<file path="config.mk">
export PLATFORM = sky130hd
export DESIGN_NAME = midi_note_event_parser_flat
export DESIGN_NICKNAME = d
export VERILOG_FILES = /design/src/design/mnep_pkg.sv /design/src/design/mnep_in_if.sv /design/src/design/mnep_out_if.sv /design/src/design/midi_note_event_parser.sv /design/src/design/mnep_core.sv /design/src/design/mnep_out_reg.sv /design/src/flat_wrapper.sv
export VERILOG_INCLUDE_DIRS = /design/src /design/src/design
export SDC_FILE = /design/constraint.sdc
export NUM_CORES = 1
export LEC_CHECK = 0
export BUFFER_PORTS_ARGS = -buffer_cell sky130_fd_sc_hd__buf_2
export CAP_MARGIN = 20
export CORE_ASPECT_RATIO = 0.8
export CORE_MARGIN = 1.5
export CORE_UTILIZATION = 50
export DETAILED_ROUTE_END_ITERATION = 12
export PLACE_DENSITY = 0.75
export SLEW_MARGIN = 20
export SYNTH_ARGS = -nofsm -noshare
export SYNTH_HDL_FRONTEND = slang
export SYNTH_SLANG_ARGS = --single-unit
</file>
<file path="constraint.sdc">
create_clock -name i_clk -period 2 [get_ports i_clk]
set_input_delay 0.2 -clock i_clk [delete_from_list [all_inputs] [get_ports i_clk]]
set_output_delay 0.2 -clock i_clk [all_outputs]
set_load 0.02 [all_outputs]
</file>
<file path="src/design/midi_note_event_parser_macros.svh">
// Assertion helpers shared by the parser RTL.
`ifndef MIDI_NOTE_EVENT_PARSER_MACROS_SVH
`define MIDI_NOTE_EVENT_PARSER_MACROS_SVH

// Same-cycle implication, held off while reset is asserted.
`define MNEP_ASSERT_NOW(lbl, clk, rst_n, ante, cons, msg) \
    lbl: assert property (@(posedge clk) disable iff (!(rst_n)) (ante) |-> (cons)) \
        else $error(msg);

// Next-cycle implication, held off while reset is asserted.
`define MNEP_ASSERT_NEXT(lbl, clk, rst_n, ante, cons, msg) \
    lbl: assert property (@(posedge clk) disable iff (!(rst_n)) (ante) |=> (cons)) \
        else $error(msg);

`endif

</file>
<file path="src/design/mnep_pkg.sv">
package mnep_pkg;

    localparam int MIDI_BYTE_W = 8;
    localparam int NOTE_W      = 7;

    // Status nibbles of the parsed message kinds
    localparam logic [3:0] STAT_NOTE_OFF = 4'h8;
    localparam logic [3:0] STAT_NOTE_ON  = 4'h9;
    localparam logic [3:0] STAT_CTRL     = 4'hB;
    localparam logic [3:0] STAT_PROG     = 4'hC;

    // Real-time bytes start here
    localparam logic [MIDI_BYTE_W-1:0] RT_MIN = 8'hF8;

    localparam logic EV_NOTE_ON  = 1'b0;
    localparam logic EV_NOTE_OFF = 1'b1;

    typedef struct packed {
        logic              valid;
        logic              event_kind;
        logic [NOTE_W-1:0] note_number;
    } t_result;

endpackage

</file>
<file path="src/design/mnep_in_if.sv">
interface mnep_in_if;
    import mnep_pkg::*;

    logic                   valid;
    logic                   ready;
    logic [MIDI_BYTE_W-1:0] midi_byte;

    modport source (output valid, output midi_byte, input ready);
    modport sink   (input valid, input midi_byte, output ready);
endinterface

</file>
<file path="src/design/mnep_out_if.sv">
interface mnep_out_if;
    import mnep_pkg::*;

    logic              valid;
    logic              ready;
    logic              event_kind;
    logic [NOTE_W-1:0] note_number;

    modport source (output valid, output event_kind, output note_number, input ready);
    modport sink   (input valid, input event_kind, input note_number, output ready);
endinterface

</file>
<file path="src/design/midi_note_event_parser.sv">
// MIDI note event parser. Takes one raw MIDI byte per item on i_midi and
// gives a note event on o_event when the second data byte of a note-off or
// note-on message arrives; running status is honoured, and a note-on with
// velocity zero comes out as note off (event_kind 1). Control and program
// changes are tracked but give nothing; other status bytes put the parser
// into ignore mode until the next recognised status. Real-time bytes
// (0xF8 and up) are dropped without touching the parser. Rate: one byte per
// clock sustained while the input is not stalled; each byte is held in the
// input register, and the event it completes is loaded from there into the
// result register, which offers it on o_event. The input side stalls only
// while a finished event waits in the result register and the byte behind
// it would make another.
`include "midi_note_event_parser_macros.svh"

module midi_note_event_parser (
    input  logic       i_clk,
    input  logic       i_rst_n,
    mnep_in_if.sink    i_midi,
    mnep_out_if.source o_event
);
    import mnep_pkg::*;

    // Input register
    logic                   r_s1_valid, n_s1_valid;
    logic [MIDI_BYTE_W-1:0] r_s1_byte;

    t_result w_res;
    logic    w_out_free;
    logic    w_s1_fire;
    logic    w_accept;

    // Bytes that make no event pass on even when the result register is full
    assign w_s1_fire    = r_s1_valid && (!w_res.valid || w_out_free);
    assign i_midi.ready = !r_s1_valid || w_s1_fire;
    assign w_accept     = i_midi.valid && i_midi.ready;

    always_comb begin
        n_s1_valid = r_s1_valid;
        if (w_accept) begin
            n_s1_valid = 1'b1;
        end else if (w_s1_fire) begin
            n_s1_valid = 1'b0;
        end
    end

    always_ff @(posedge i_clk) begin
        if (!i_rst_n) begin
            r_s1_valid <= 1'b0;
        end else begin
            r_s1_valid <= n_s1_valid;
        end
        if (w_accept) begin
            r_s1_byte <= i_midi.midi_byte;
        end
    end

    // Parser state and decode
    mnep_core u_core (
        .i_clk   (i_clk),
        .i_rst_n (i_rst_n),
        .i_fire  (w_s1_fire),
        .i_byte  (r_s1_byte),
        .o_res   (w_res)
    );

    // Result register
    mnep_out_reg u_out (
        .i_clk   (i_clk),
        .i_rst_n (i_rst_n),
        .i_load  (w_s1_fire && w_res.valid),
        .i_res   (w_res),
        .o_free  (w_out_free),
        .o_event (o_event)
    );

    `MNEP_ASSERT_NEXT(a_event_lands, i_clk, i_rst_n,
        w_s1_fire && w_res.valid, o_event.valid,
        "event lost on way to result register")
    `MNEP_ASSERT_NOW(a_no_overwrite, i_clk, i_rst_n,
        o_event.valid && !o_event.ready, !(w_s1_fire && w_res.valid),
        "waiting event overwritten")
    `MNEP_ASSERT_NOW(a_rise_from_fire, i_clk, i_rst_n,
        $rose(o_event.valid), $past(w_s1_fire && w_res.valid),
        "event appeared without a parsed byte")

endmodule

</file>
<file path="src/design/mnep_core.sv">
`include "midi_note_event_parser_macros.svh"

module mnep_core (
    input  logic                            i_clk,
    input  logic                            i_rst_n,
    input  logic                            i_fire,
    input  logic [mnep_pkg::MIDI_BYTE_W-1:0] i_byte,
    output mnep_pkg::t_result               o_res
);
    import mnep_pkg::*;

    typedef enum logic [2:0] {
        ST_IGNORE,
        ST_OFF1,
        ST_OFF2,
        ST_ON1,
        ST_ON2,
        ST_CTRL1,
        ST_CTRL2,
        ST_PROG
    } t_state;

    t_state            r_state, n_state;
    logic [NOTE_W-1:0] r_held, n_held;
    logic              w_rt;
    logic              w_status;

    assign w_rt     = (i_byte >= RT_MIN);
    assign w_status = i_byte[MIDI_BYTE_W-1];

    always_comb begin
        n_state = r_state;
        n_held  = r_held;
        o_res   = '0;
        if (!w_rt) begin
            if (w_status) begin
                // status byte: straight to first data byte of the new message
                unique case (i_byte[MIDI_BYTE_W-1 -: 4])
                    STAT_NOTE_OFF: n_state = ST_OFF1;
                    STAT_NOTE_ON:  n_state = ST_ON1;
                    STAT_CTRL:     n_state = ST_CTRL1;
                    STAT_PROG:     n_state = ST_PROG;
                    default:       n_state = ST_IGNORE;
                endcase
            end else begin
                unique case (r_state)
                    ST_OFF1: begin
                        n_held  = i_byte[NOTE_W-1:0];
                        n_state = ST_OFF2;
                    end
                    ST_OFF2: begin
                        o_res.valid       = 1'b1;
                        o_res.event_kind  = EV_NOTE_OFF;
                        o_res.note_number = r_held;
                        n_state           = ST_OFF1;
                    end
                    ST_ON1: begin
                        n_held  = i_byte[NOTE_W-1:0];
                        n_state = ST_ON2;
                    end
                    ST_ON2: begin
                        // zero velocity counts as note off
                        o_res.valid       = 1'b1;
                        o_res.event_kind  = (i_byte == '0) ? EV_NOTE_OFF : EV_NOTE_ON;
                        o_res.note_number = r_held;
                        n_state           = ST_ON1;
                    end
                    ST_CTRL1: begin
                        n_held  = i_byte[NOTE_W-1:0];
                        n_state = ST_CTRL2;
                    end
                    ST_CTRL2:  n_state = ST_CTRL1;
                    ST_PROG:   n_state = ST_PROG;
                    ST_IGNORE: n_state = ST_IGNORE;
                endcase
            end
        end
    end

    always_ff @(posedge i_clk) begin
        if (!i_rst_n) begin
            r_state <= ST_IGNORE;
            r_held  <= '0;
        end else if (i_fire) begin
            r_state <= n_state;
            r_held  <= n_held;
        end
    end

    `MNEP_ASSERT_NEXT(a_rt_keeps_state, i_clk, i_rst_n, i_fire && w_rt, $stable(r_state) && $stable(r_held), "real-time byte disturbed parser state")
    `MNEP_ASSERT_NOW(a_status_no_event, i_clk, i_rst_n, w_status, !o_res.valid, "status byte produced an event")
    `MNEP_ASSERT_NOW(a_event_from_note2, i_clk, i_rst_n, o_res.valid, r_state == ST_OFF2 || r_state == ST_ON2, "event outside second note data byte")

endmodule

</file>
<file path="src/design/mnep_out_reg.sv">
module mnep_out_reg (
    input  logic              i_clk,
    input  logic              i_rst_n,
    input  logic              i_load,
    input  mnep_pkg::t_result i_res,
    output logic              o_free,
    mnep_out_if.source        o_event
);
    import mnep_pkg::*;

    logic              r_valid, n_valid;
    logic              r_kind;
    logic [NOTE_W-1:0] r_note;

    assign o_free = !r_valid || o_event.ready;

    always_comb begin
        n_valid = r_valid;
        if (i_load) begin
            n_valid = 1'b1;
        end else if (o_event.ready) begin
            n_valid = 1'b0;
        end
    end

    always_ff @(posedge i_clk) begin
        if (!i_rst_n) begin
            r_valid <= 1'b0;
        end else begin
            r_valid <= n_valid;
        end
        if (i_load) begin
            r_kind <= i_res.event_kind;
            r_note <= i_res.note_number;
        end
    end

    assign o_event.valid       = r_valid;
    assign o_event.event_kind  = r_kind;
    assign o_event.note_number = r_note;

endmodule

</file>
<file path="src/flat_wrapper.sv">
// flat-port wrapper written by rule: the top's interface ports become plain ports
module midi_note_event_parser_flat import mnep_pkg::*;
  (i_clk, i_rst_n, i_midi_valid, i_midi_midi_byte, i_midi_ready, o_event_valid, o_event_event_kind, o_event_note_number, o_event_ready);
  mnep_in_if i_midi_i ();
  mnep_out_if o_event_i ();
  input  logic i_clk;
  input  logic i_rst_n;
  input wire logic [$bits(i_midi_i.valid)-1:0] i_midi_valid;
  input wire logic [$bits(i_midi_i.midi_byte)-1:0] i_midi_midi_byte;
  output wire logic [$bits(i_midi_i.ready)-1:0] i_midi_ready;
  output wire logic [$bits(o_event_i.valid)-1:0] o_event_valid;
  output wire logic [$bits(o_event_i.event_kind)-1:0] o_event_event_kind;
  output wire logic [$bits(o_event_i.note_number)-1:0] o_event_note_number;
  input wire logic [$bits(o_event_i.ready)-1:0] o_event_ready;
  assign i_midi_i.valid = i_midi_valid;
  assign i_midi_i.midi_byte = i_midi_midi_byte;
  assign i_midi_ready = i_midi_i.ready;
  assign o_event_valid = o_event_i.valid;
  assign o_event_event_kind = o_event_i.event_kind;
  assign o_event_note_number = o_event_i.note_number;
  assign o_event_i.ready = o_event_ready;
  midi_note_event_parser u_core (.i_clk(i_clk), .i_rst_n(i_rst_n), .i_midi(i_midi_i), .o_event(o_event_i));
endmodule
</file>
==> flow_metrics.py, run 1 <==
metrics = {
    "run_status": {
        "status": "finished, final reports clean",
    },
    "floorplanning": {
        "row_count": 15,
        "die_w_um": 58.31,
        "io_pins": 22,
        "initial_utilization_pct": 54.79,
        "dieArea_um2": 2755,
        "core_area_um2": 2233,
        "die_h_um": 47.25,
    },
    "cts": {
        "clkSlewWorstSetupHoldPaths_ns": 0.12,
        "hold_buffers": 0,
        "clock_latency_ns": 0.31,
        "clk_path_buf_depth": 2,
        "cts_tree": "built",
        "ctsResizeCount": 0,
        "htreeDepth": 1,
        "cts_setup_buffers": 0,
        "cts_buffers": 3,
        "clockRootBuffer": "clkbuf_4",
        "numClockSinks": 28,
    },
    "yosys": {
        "synth_area_leaders": "edfxtp_1 (39%), dfxtp_1 (20%), mux2i_1 (8.2%), nor2b_1 (4.6%), and2_1 (3.6%)",
        "yosysTopAreaCellShare_pct": 39.26,
        "synth_cell_type_count": 31,
        "syn_avg_cell_area_um2": 12.49,
        "synth_seq_cells": 28,
        "yosysTopAreaCell": "edfxtp_1",
        "synthCells": 98,
        "seq_area_frac_synth_pct": 58.90,
        "synthesis.area_um2": 1224,
        "ys_warn_count": 0,
        "syn-num-nets": 110,
    },
    "grt": {
        "grt_pass1_wl_um": 2842,
        "grt_antenna_before_repair": 0,
        "first_global_vias": 630,
        "grt_max_degree": 16,
        "grt_overflow_total": 0,
        "grtUsageTotal_pct": 14.34,
    },
    "power_and_ir_drop": {
        "power.density_nw_per_um2": 693.5,
        "cellLeakagePower_uw": 0.0005323,
        "vdd_drop_max_mv": 0.4826,
    },
    "setup_path": {
        "crit_path_start_kind": "flip-flop",
        "r2r_end": "u_core.u_core.r_held[0]",
        "cp_slowest_cell": "dfxtp_1",
        "r2r-start": "u_core.r_s1_byte[7]",
        "arrival_ns": 1.51,
        "crit_required_ns": 1.80,
        "critPathLaunch": "u_core.u_core.r_state[2]",
        "critPathMaxFanout": 12,
        "crit_path_end": "i_midi_ready",
        "ff2ff_setup_slack_ns": 0.48,
        "reg2regPathDepth": 3,
        "endpoint_kind": "primary output",
        "crit_chain": "nor2b_4, o21a_4, nand3_4, buf_2",
        "critPathMaxStageDelay_ns": 0.48,
        "path_class": "flip-flop to primary output",
    },
    "route": {
        "wl_per_cell_um": 12.03,
        "drc": 0,
        "dr.pass1.iters": 4,
        "ant_nets": 0,
        "drt-initial-drc-count": 10,
        "viasPerCell": 5.167,
        "wirelength_um": 1733,
        "vias": 744,
    },
    "sta": {
        "maxSlewViolCount": 0,
        "min_period_over_period_pct": 85.29,
        "fmax_mhz": 586.2,
        "setup_viol": 0,
        "tightest_slew_ns": 0.4727,
        "fin_crit_ns": 1.706,
        "fin_setup_tns_ns": 0,
        "rsz0062_at_grt": "no",
        "hold_violations": 0,
        "clock_skew_ns": 0.006622,
        "max_slew_margin_pct": 68.32,
    },
    "final_layout": {
        "antenna_cells": 0,
        "multi_input_area_um2": 466.7,
        "area_growth_syn_to_layout_pct": 11.55,
        "nets": 133,
        "drive_gt1_share_pct": 28.57,
        "instances_no_fill": 144,
        "fillers": 180,
        "seqCellArea_um2": 720.7,
        "fin_util_pct": 61.12,
    },
    "placement": {
        "hpwlAfterDp_um": 1329,
        "gp_congestion": 0.7046,
        "io_buffers": 21,
        "dpl.cell_count": 141,
    },
    "job": {
        "cap_violations": 0,
    },
    "hold_path": {
        "hp-class": "input pin to flip-flop",
    },
}
worst max-delay path: cells and delay by family (launching register included):
| family | cells | cell delay, ns |
|---|---|---|
| AND/OR/NAND/NOR | 2 | 0.32 |
| buffers and inverters | 1 | 0.17 |
| AO/OA/AOI/OAI | 1 | 0.22 |
| flip-flops | 1 | 0.48 |
cell families (layout without fill, tap and decap cells):
group	after synthesis	count (layout)	synth area share, %
AOI/OAI and AO/OA	14	14	9.099
muxes	11	11	9.100
DFF	28	28	58.90
buffers and inverters	6	27	2.965
xor gates and xnor gates	1	1	0.7159
and+or+nand+nor	38	38	19.22
per-layer routing:
metal	part of all wire [%]	up-vias	global-route usage, %
met1	51	324	18.82
met3	6.4	0	5.785
li1	-	391	-
met2	42	29	23.60
met5	0	-	0
met4	0	0	1.395
cells in the mapped netlist:
master / number
o311ai_1: 1
a31oi_1: 2
nand2b_1: 1
buf_2: 2
nor2_1: 4
edfxtp_1: 16
nand3_1: 1
mux2_2: 1
nor4_1: 1
xnor2_1: 1
mux2i_1: 10
buf_6: 1
o211ai_1: 2
clkbuf_1: 1
nor3_1: 2
o21ai_0: 3
and2_1: 7
inv_1: 1
nand3_4: 1
o221ai_1: 1
dfxtp_1: 12
o21a_4: 1
nand2_1: 8
nor2b_1: 9
buf_4: 1
nand4b_1: 1
nor2b_4: 2
a21boi_2: 1
a21oi_1: 2
a21o_4: 1
and2b_2: 1
cell type report:
cell class | instances | share of cell area (%)
Clock buffer | 3 | 1.650
Inverter | 1 | 0.2750
Multi-Input combinational cell | 64 | 34.19
Sequential cell | 28 | 52.80
Tap cell | 25 | 2.291
Timing Repair Buffer | 23 | 8.799
worst min path at each step:
stage	from	to	slack [ns]	cells past startpoint
after floorplan	i_midi_midi_byte[0]	u_core.r_s1_byte[0]	0.30	0
after global placement	i_midi_midi_byte[3]	u_core.r_s1_byte[3]	0.38	1
after detailed placement	i_midi_midi_byte[7]	u_core.r_s1_byte[7]	0.38	1
after CTS	i_midi_midi_byte[7]	u_core.r_s1_byte[7]	0.05	1
after global routing	i_midi_midi_byte[7]	u_core.r_s1_byte[7]	0.02	1
final	i_midi_midi_byte[7]	u_core.r_s1_byte[7]	0.06	1
state kept, by name (all words and copies together), names as in the netlist:
name                              cells
u_core.u_core.r_state                 3
u_core.r_s1_byte                      8
u_core.u_out.o_event.valid            1
u_core.u_out.o_event.event_kind       1
u_core.u_core.r_held                  7
u_core.u_out.o_event.note_number      7
u_core.r_s1_valid                     1
placed cells by master (no fill, tap or decap), types with 2 or more instances in the layout:
cell type  instances
buf_2             21
edfxtp_1          16
dfxtp_1           12
mux2i_1           10
nor2b_1            9
nand2_1            8
and2_1             7
nor2_1             4
o21ai_0            3
clkbuf_4           3
nor2b_4            2
a31oi_1            2
a21oi_1            2
nor3_1             2
o211ai_1           2
buf_4              2
report_power, final:
| part | switching, uW | internal, uW | leakage (uW) |
|---|---|---|---|
| combinational | 36.3 | 40.9 | 0.000284 |
| sequential | 26.2 | 629 | 0.000234 |
| clock | 143 | 70.5 | 0.0000138 |
| total | 206 | 741 | 0.000532 |
metrics by stage:
stage / instance area (um^2) / worst slack, ns / total power, uW / hold slack (ns)
4_1_cts: 1365 / 0.2784 / 951.7 / 0.04719
3_3_place_gp: 1343 / 0.5328 / 742.8 / 0.3759
3_5_place_dp: 1343 / 0.4869 / 746.0 / 0.3781
5_1_grt: 1365 / 0.1842 / 988.3 / 0.02469
2_1_floorplan: 1224 / 0.2731 / 721.6 / 0.2989
6_report: 1365 / 0.2941 / 946.7 / 0.05536
No activity file was read; power rests on OpenSTA's default activity.
==> run 2: changes to the inputs <==
--- a/config.mk
+++ b/config.mk
@@ -13,7 +13,9 @@
 export CORE_UTILIZATION = 50
 export DETAILED_ROUTE_END_ITERATION = 12
 export PLACE_DENSITY = 0.75
+export RECOVER_POWER = 50
 export SLEW_MARGIN = 20
 export SYNTH_ARGS = -nofsm -noshare
 export SYNTH_HDL_FRONTEND = slang
+export SYNTH_HIERARCHICAL = 1
 export SYNTH_SLANG_ARGS = --single-unit
==> flow_metrics.py, run 2 <==
metrics = {
    "floorplanning": {
        "core_area_um2": 2233,
        "row_count": 15,
        "initial_utilization_pct": 54.34,
        "die_w_um": 58.09,
        "die_h_um": 47.07,
        "dieArea_um2": 2734,
        "io_pins": 22,
    },
    "final_layout": {
        "nets": 135,
        "fillers": 179,
        "layout_common_cells": "edfxtp_1 (16), buf_2 (12), dfxtp_1 (12)",
        "antenna_cells": 0,
        "final_common_cell": "edfxtp_1",
        "multi_input_area_um2": 421.7,
        "drive_gt1_share_pct": 19.01,
        "final_area_um2": 1328,
        "area_growth_syn_to_layout_pct": 9.381,
        "seqCellArea_um2": 720.7,
        "top_register": "u_core/r_s1_byte",
        "largest_reg_flops": 8,
    },
    "run_status": {
        "violations": "design-rule violations",
        "status": "finished with violations",
    },
    "sta": {
        "clock_skew_ns": 0.001746,
        "fin_crit_ns": 1.864,
        "maxSlewViolCount": 0,
        "min_period_over_period_pct": 93.19,
        "hold_slack_ns": 0.04475,
        "rsz0062_at_grt": "no",
        "tightest_slew_ns": 0.4049,
        "finalWorstSetupSlack_ns": 0.1362,
        "setup_viol": 0,
        "hold_violations": 0,
        "fmax_mhz": 536.5,
        "fin_setup_tns_ns": 0,
        "max_slew_margin_pct": 73.01,
    },
    "grt": {
        "grt_overflow_total": 0,
        "grt_antenna_before_repair": 0,
        "grt_pass1_wl_um": 3263,
        "first_global_vias": 736,
        "grtUsageTotal_pct": 16.82,
        "grt_max_degree": 15,
    },
    "setup_path": {
        "arrival_ns": 2.09,
        "crit_path_end": "u_core/u_core/r_held[3]",
        "path_class": "flip-flop to flip-flop",
        "crit_chain": "xnor2_1, nor3_2, a21boi_0, and4_1, mux2i_1, nor2b_1",
        "cp_slowest_cell": "dfxtp_1",
        "critPathLaunch": "u_core/u_core/r_state[1]",
        "ff2ff_setup_slack_ns": 0.14,
        "critPathMaxFanout": 8,
        "crit_required_ns": 2.23,
        "crit_path_start_kind": "flip-flop",
        "endpoint_kind": "flip-flop",
        "r2r_end": "u_core/u_core/r_held[3]",
        "r2r-start": "u_core/u_core/r_state[1]",
        "critPathMaxStageDelay_ns": 0.51,
        "reg2regPathDepth": 6,
    },
    "yosys": {
        "seq_area_frac_synth_pct": 59.38,
        "netlist_top_cells_count": "edfxtp_1 (16), dfxtp_1 (12), nor2b_1 (8)",
        "ys_warn_count": 6,
        "synth_cell_type_count": 32,
        "ys_async_sr_fraction_pct": 0,
        "synthCells": 98,
        "synthesis.area_um2": 1214,
        "synthFlopType": "edfxtp_1",
        "synth_edf_count": 16,
        "synth_most_common_cell": "edfxtp_1",
        "syn_avg_cell_area_um2": 12.38,
        "synth_seq_cells": 28,
        "synth_area_leaders": "edfxtp_1 (40%), dfxtp_1 (20%), mux2i_1 (5.8%), nor2b_1 (4.1%), and2_1 (3.6%)",
        "yosysTopAreaCell": "edfxtp_1",
        "yosysTopAreaCellShare_pct": 39.59,
        "syn-num-nets": 110,
    },
    "route": {
        "viasPerCell": 5.425,
        "ant_nets": 0,
        "vias": 792,
        "wl_per_cell_um": 13.97,
        "dr.pass1.iters": 8,
        "drt-initial-drc-count": 23,
        "drc": 2,
        "wirelength_um": 2039,
    },
    "placement": {
        "hpwlAfterDp_um": 1440,
        "gp_congestion": 0.8629,
        "io_buffers": 21,
        "dp_slack_ns": 0.2137,
        "placed_cell_area_um2": 1331,
    },
    "power_and_ir_drop": {
        "cellLeakagePower_uw": 0.0004777,
        "power.density_nw_per_um2": 719.2,
        "finalPower_uw": 954.8,
        "comb_power_share_pct": 8.0,
        "internal_power_uw": 737.7,
        "clkPwrFrac_pct": 23.1,
        "seq_power_share_pct": 68.9,
        "switching_share_pct": 22.74,
        "vdd_drop_max_mv": 0.5367,
        "switching_power_uw": 217.1,
    },
    "cts": {
        "hold_buffers": 0,
        "cts_tree": "built",
        "clk_path_buf_depth": 2,
        "clock_latency_ns": 0.32,
        "clockRootBuffer": "clkbuf_4",
        "ctsResizeCount": 0,
        "numClockSinks": 28,
        "htreeDepth": 1,
        "cts_buffers": 3,
        "cts_setup_buffers": 0,
        "clkSlewWorstSetupHoldPaths_ns": 0.13,
    },
    "job": {
        "cap_violations": 0,
    },
    "hold_path": {
        "hp-class": "input pin to flip-flop",
    },
}
-- run 2: cell types whose count changed in the layout (fill, tap and decap cells not counted), moves of 2 or more --
| cell | change |
|---|---|
| clkbuf_1 | +9 |
| mux2i_1 | -3 |
| nor2b_4 | -2 |
| nand2_1 | -4 |
| inv_1 | +4 |
| o21ai_0 | +3 |
| and2_0 | +2 |
| buf_2 | -9 |
-- run 2: power by group through the flow --
stage               clock (uW)  sequential (uW)  combinational, uW
finish                     221              658               76.6
global route               248              660               86.0
CTS                        232              657               78.6
detailed placement           0              670               78.1
global placement             0              669               75.0
floorplan                    0              660               59.3
-- run 2: layout make-up --
type	count	share of cell area [%]
clock buffer	3	1.697
inverter	6	1.697
multi-input combinational	61	31.76
sequential	28	54.29
tap	25	2.356
timing repair buffer	23	8.200
-- run 2: through the flow --
stage	std cells	utilization, %
final	146	59.44
after global routing	146	59.44
after CTS	146	60.62
after detailed placement	143	59.61
after global placement	143	59.61
after floorplan	98	-
-- run 2: worst max-delay path, delay by kind of cell, from the launching register on --
family	cells	cell delay (ns)
AND/OR/NAND/NOR	3	0.62
flip-flops	1	0.51
multiplexers	1	0.24
AO/OA/AOI/OAI	1	0.22
XOR/XNOR	1	0.18
-- run 2: logic make-up (layout without fill, tap and decap cells) --
group	count (synthesis)	count (layout)	share of synthesized area, %
and+or+nand+nor	32	32	17.63
DFF	28	28	59.38
AOI/OAI and AO/OA	19	19	10.31
buffers and inverters	9	32	4.639
muxes	7	7	5.773
xor gates and xnor gates	2	2	1.444
adders and majority gates	1	1	0.8248
-- run 2: worst min-delay path by stage --
stage	end	from	cells after the start	slack, ns
after global routing	u_core/r_s1_byte[3]	i_midi_midi_byte[3]	1	0.03
after CTS	u_core/r_s1_byte[3]	i_midi_midi_byte[3]	1	0.03
final	u_core/r_s1_byte[3]	i_midi_midi_byte[3]	1	0.04
after detailed placement	u_core/r_s1_byte[6]	i_midi_midi_byte[6]	1	0.38
after global placement	u_core/r_s1_byte[6]	i_midi_midi_byte[6]	1	0.38
after floorplan	u_core/r_s1_byte[0]	i_midi_midi_byte[0]	0	0.30
-- run 2: routing by layer --
metal / up-vias / share of wire, % / GRT usage (%)
li1: 396 / - / -
met1: 360 / 48 / 20.63
met2: 31 / 45 / 26.82
met3: 5 / 6.0 / 6.336
met4: 0 / 1.3 / 8.372
met5: - / 0 / 0
